## config.mk

```make
export PLATFORM = sky130hd
export DESIGN_NAME = tmbc_regs
export DESIGN_NICKNAME = d
export VERILOG_FILES = /design/src/hdl/tmbc_pkg.sv /design/src/hdl/tmbc_regs.sv
export SDC_FILE = /design/constraint.sdc
export NUM_CORES = 1
export LEC_CHECK = 0
export BUFFER_PORTS_ARGS = -buffer_cell sky130_fd_sc_hd__buf_2
export CORE_MARGIN = 1
export CORE_UTILIZATION = 47
export CTS_BUF_LIST = sky130_fd_sc_hd__clkbuf_16
export CTS_CLUSTER_DIAMETER = 60
export CTS_CLUSTER_SIZE = 40
export DETAILED_ROUTE_END_ITERATION = 16
export GPL_TIMING_DRIVEN = 1
export PLACE_DENSITY = 0.78
export SLEW_MARGIN = 40
export SYNTH_ARGS = -nofsm -noshare
export SYNTH_HDL_FRONTEND = slang
export SYNTH_SLANG_ARGS = --single-unit
export TNS_END_PERCENT = 100
```

## constraint.sdc

```tcl
create_clock -name i_clk -period 1.5 [get_ports i_clk]
set_input_delay 0 -clock i_clk [delete_from_list [all_inputs] [get_ports i_clk]]
set_output_delay 0 -clock i_clk [all_outputs]
set_load 0.05 [all_outputs]
```

## src/hdl/tmbc_pkg.sv

```systemverilog
// Shared types and constants for the tile map box collision block
package tmbc_pkg;

    localparam int MAP_TILES_DEF   = 4096;
    localparam int TILE_PIXELS_DEF = 16;

    typedef enum logic [1:0] {
        REQ_WRITE = 2'd0,
        REQ_SET   = 2'd1,
        REQ_MOVE  = 2'd2,
        REQ_NONE  = 2'd3
    } t_req;

    typedef enum logic [2:0] {
        REG_COLS  = 3'd0,
        REG_ROWS  = 3'd1,
        REG_BOXW  = 3'd2,
        REG_BOXH  = 3'd3,
        REG_FTIME = 3'd4,
        REG_PBIT  = 3'd5
    } t_reg;

    typedef enum logic [2:0] {
        ST_IDLE,
        ST_MUL,
        ST_CLAMP,
        ST_XREQ,
        ST_XCHK,
        ST_YREQ,
        ST_YCHK,
        ST_OUT
    } t_state;

    typedef struct packed {
        logic [8:0]  cols;
        logic [8:0]  rows;
        logic [11:0] box_w;
        logic [11:0] box_h;
        logic [15:0] ftime;
        logic [3:0]  pbit;
    } t_cfg;

endpackage

```

## src/hdl/tmbc_regs.sv

```systemverilog
// APB configuration registers
module tmbc_regs (
    input  logic             i_clk,
    input  logic             i_rst_n,
    input  logic             psel,
    input  logic             penable,
    input  logic             pwrite,
    input  logic [4:0]       paddr,
    input  logic [31:0]      pwdata,
    output logic [31:0]      prdata,
    output logic             pready,
    output tmbc_pkg::t_cfg   o_cfg
);
    tmbc_pkg::t_cfg r_cfg;
    tmbc_pkg::t_reg w_idx;

    assign w_idx  = tmbc_pkg::t_reg'(paddr[4:2]);
    assign pready = 1'b1;
    assign o_cfg  = r_cfg;

    always_ff @(posedge i_clk) begin
        if (!i_rst_n) begin
            r_cfg.cols  <= 9'd64;
            r_cfg.rows  <= 9'd64;
            r_cfg.box_w <= 12'd256;
            r_cfg.box_h <= 12'd256;
            r_cfg.ftime <= 16'd1092;
            r_cfg.pbit  <= 4'd0;
        end else if (psel && penable && pwrite && paddr[1:0] == 2'b00) begin
            case (w_idx)
                tmbc_pkg::REG_COLS:  r_cfg.cols  <= pwdata[8:0];
                tmbc_pkg::REG_ROWS:  r_cfg.rows  <= pwdata[8:0];
                tmbc_pkg::REG_BOXW:  r_cfg.box_w <= pwdata[11:0];
                tmbc_pkg::REG_BOXH:  r_cfg.box_h <= pwdata[11:0];
                tmbc_pkg::REG_FTIME: r_cfg.ftime <= pwdata[15:0];
                tmbc_pkg::REG_PBIT:  r_cfg.pbit  <= pwdata[3:0];
                default: ;
            endcase
        end
    end

    always_comb begin
        prdata = 32'd0;
        if (paddr[1:0] == 2'b00) begin
            case (w_idx)
                tmbc_pkg::REG_COLS:  prdata = {23'd0, r_cfg.cols};
                tmbc_pkg::REG_ROWS:  prdata = {23'd0, r_cfg.rows};
                tmbc_pkg::REG_BOXW:  prdata = {20'd0, r_cfg.box_w};
                tmbc_pkg::REG_BOXH:  prdata = {20'd0, r_cfg.box_h};
                tmbc_pkg::REG_FTIME: prdata = {16'd0, r_cfg.ftime};
                tmbc_pkg::REG_PBIT:  prdata = {28'd0, r_cfg.pbit};
                default:             prdata = 32'd0;
            endcase
        end
    end
endmodule

```

# == Yosys cells after proc, flatten, opt, wreduce, memory -nomap -nowiden ==
# Index checks and enable logic that the tools add are counted.
# op_classes
eq_ne,5
mux,2
reduce_logical,11
# op_table
operator,count
$pmux W16 S6,1
$mux W16,1
$reduce_and A2 Y1,6
$eq A3 B2 Y1 const B,2
$eq A3 B3 Y1 const B,2
$eq A3 B1 Y1 const B,1
$logic_and A1 B1 Y1,3
$logic_not A3 Y1,1
$logic_not A2 Y1,1
# word_totals
register_bits,62

# == Longest topological paths before layout ==
# depth
word_depth,4
ltp_mapped,6
depth_no_buf,3

# == Worst setup path before layout ==
# OpenSTA, ideal clock, no wires.
# synth_timing
path_type,register to output
start,register r_cfg (netlist bit o_cfg[6])
end,output port prdata[2]
arrival_ps,1751
setup_slack_ps,-251
path_stages_with_launch,4
path_buffers,0
path_cell_list,dfxtp_1 mux4_2 inv_1 o22ai_1
# synth_via
elab_chain_cells,2
# synth_rtl
item,line_no,text
start: declaration,tmbc_regs.sv:14,tmbc_pkg::t_cfg r_cfg;
$pmux W16 S6,tmbc_regs.sv:45,case (w_idx)
$mux W16,tmbc_regs.sv:44,if (paddr[1:0] == 2'b00) begin
end: declaration,tmbc_regs.sv:10,"output logic [31:0] prdata,"
# Every way passes these cells.

# == Worst setup path in the final report ==
# layout_timing
start,register r_cfg (netlist bit o_cfg[26])
end,output port prdata[6]
# Same word-level chain as after synthesis.

==> results.json <==
{
  "run_status": "completed",
  "groute.usage.overall_pct": 25.3,
  "number_of_sinks_driven_by_the_clock_tree": 62,
  "cts_max_path_buffers": 2,
  "sum_neg_setup_slack_ns": 0,
  "post_route_cells_drive_above_1_share_pct": 38.0,
  "period_needed_ns": 1.46,
  "num-fill-cells": 526,
  "start_util_pct": 48.4,
  "most_common_library_cell_in_the_layout_ignoring_fill_and_taps": "buf_2",
  "ys_types": 31,
  "route.vias.total": 2726,
  "synth-compound-area-share_pct": 5.98,
  "finalPower_mw": 3.99,
  "timing.critical_path.to_type": "primary output",
  "cts-htree-levels": 3,
  "worst-endpoint-required_ns": 1.50,
  "maximum_resistive_drop_on_vdd_uv": 638,
  "routed_via_density": 5.25,
  "rsz0062_at_grt": "yes",
  "post_synth_fa_ha_maj_area_fraction_pct": 0,
  "floorplan.io_pins": 137,
  "synthDominantAreaCellType": "dfxtp_1",
  "dp_slack_ns": 0.0968,
  "dpl.cell_count": 493,
  "clk_pin_slew_ns": 0.05,
  "rows": 29,
  "hold_ws_ns": 0.0389,
  "worst_setup_path_class": "register to primary output",
  "synth-simple-area-share_pct": 17.0,
  "max_cap_violations": 0,
  "finalNonFillerCells": 519,
  "grt_max_degree": 49,
  "largest_family_of_logic_cells_by_synthesized_area": "multiplexers",
  "setup-violations-final": 0,
  "synth.mux.area_fraction_pct": 26.5,
  "area_of_all_placed_cells_without_fillers_mm2": 0.00407,
  "gp_congestion": 0.796,
  "tritoncts_clock_tree": "yes",
  "first_pass_grt_wire_length_mm": 12.5,
  "insertedDiodeCount": 0,
  "path_max_fanout": 3,
  "final_net_count": 479,
  "final_antenna_net_count": 0,
  "worst_hold_path_type": "input port to register",
  "grt_pass1_vias": 2501,
  "synth_top_area_share_pct": 40.6,
  "static-leakage-power_nw": 2.06,
  "syn-mean-instance-area_um2": 9.58,
  "start_kind": "register",
  "cell_area_synth_mm2": 0.00306,
  "clock_latency_on_the_worst_skew_pair_ns": 0.33,
  "final-hold-violation-count": 0,
  "syn_to_final_growth_pct": 33.0,
  "drt_pass1_iterations": 4,
  "largest_register_ff_count": 62,
  "cts_buffers": 9,
  "place.detailed.hpwl_mm": 5.66,
  "final_cell_mix": "buf_2 (100), nand2_1 (75), mux2i_1 (63), dfxtp_1 (62), buf_4 (20)",
  "antenna_violations_before_repair": 0,
  "fp.dieArea_mm2": 0.00683,
  "drtIter0Drc": 133,
  "cells_after_synth": 319,
  "seq_area_frac_synth_pct": 40.6,
  "dieHeight_um": 82.6,
  "synthesis.yosys.warnings": 0,
  "port_buffers": 103,
  "cp.arrival_ns": 1.46,
  "drt_drc_violations_left": 0,
  "max_freq_mhz": 684,
  "netlist_top_cells_area": "dfxtp_1 (41%), mux2i_1 (21%), nand2_1 (9.2%)",
  "grt_residual_overflow": 0,
  "finalCritPeriodShare_pct": 97.5,
  "cts-root-buf": "clkbuf_16",
  "postRouteWirelength_mm": 8.20,
  "core_area_mm2": 0.00631,
  "placedInstanceArea_mm2": 0.00366,
  "pwr_density_cell_mw_per_mm2": 982,
  "post_synth_xor_area_fraction_pct": 0,
  "synth_seq_cells": 62,
  "reg2reg_slack_ns": 0.83,
  "maxSlewViolCount": 0,
  "utilization_pct": 64.4,
  "chipWidth_um": 82.6,
  "clock-skew-final_ns": 0,
  "postLayoutSetupSlackWorst_ns": 0.0371,
  "wl_per_cell_um": 15.8
}
==> worst max-delay path: stages (launching register included) <==
cell and delay [ns]:
dfxtp_1 0.32, mux2_2 0.29, a32oi_2 0.21, a21oi_2 0.08, buf_2 0.23
==> Yosys cell counts, drive strengths merged <==
| cell type | count |
|---|---|
| a22oi | 8 |
| conb | 2 |
| mux2i | 63 |
| nand4 | 6 |
| mux2 | 10 |
| and3 | 5 |
| nor4bb | 1 |
| inv | 7 |
| nand2 | 75 |
| and2b | 1 |
| or3 | 1 |
| a21oi | 6 |
| buf | 29 |
| dfxtp | 62 |
| a32oi | 6 |
| clkbuf | 10 |
| mux4 | 3 |
| and4 | 1 |
| nor2 | 5 |
| o211ai | 2 |
| o22ai | 4 |
| nor3b | 2 |
| nor2b | 8 |
| nand3 | 1 |
| and3b | 1 |
==> layout make-up <==
class	count	area [µm²]	share of cell area (%)
Multi-Input combinational cell	226	1650	40.6
Sequential cell	62	1240	30.5
Inverter	7	26.3	0.646
Timing Repair Buffer	131	771	19.0
Clock inverter	7	56.3	1.39
Tap cell	77	96.3	2.37
Clock buffer	9	225	5.54
==> where the power goes <==
group          switching [mW]  leakage, nW  total, mW  internal [mW]
sequential            0.00295        0.500       1.66           1.65
combinational           0.270         1.42      0.381          0.111
clock                   0.700        0.145       1.96           1.26
==> what timing repair did <==
| action | in CTS | in global routing |
|---|---|---|
| hold endpoints to repair | 24 | 0 |
| resized for setup | 0 | 8 |
| hold buffers | 10 | 0 |
| buffers inserted | 0 | 0 |
| setup endpoints to repair | 0 | 4 |
==> worst paths after layout <==
check / start / end / depth (start not counted)
worst min-delay path: pwdata[5] / o_cfg[25] / 3
worst min register to register: o_cfg[12] / o_cfg[12] / 2
worst max register to register: o_cfg[59] / o_cfg[59] / 2
worst max-delay path: o_cfg[26] / prdata[6] / 4
==> kinds of logic (layout without fill, tap and decap cells) <==
logic type | after synthesis | in the layout
buf+inv | 46 | 154
flops | 62 | 62
compound gates | 26 | 26
other cells | 2 | 17
mux | 76 | 76
simple gates | 107 | 107
==> per-layer routing <==
metal  track usage, %  part of all wire (%)  vias up
li1                 -                     -     1308
met1             32.1                    45     1294
met2             41.0                    48      107
met3             5.27                   5.4       17
met4             11.7                   1.7        0
met5                0                     0        -
(Power assumes the default switching activity.)
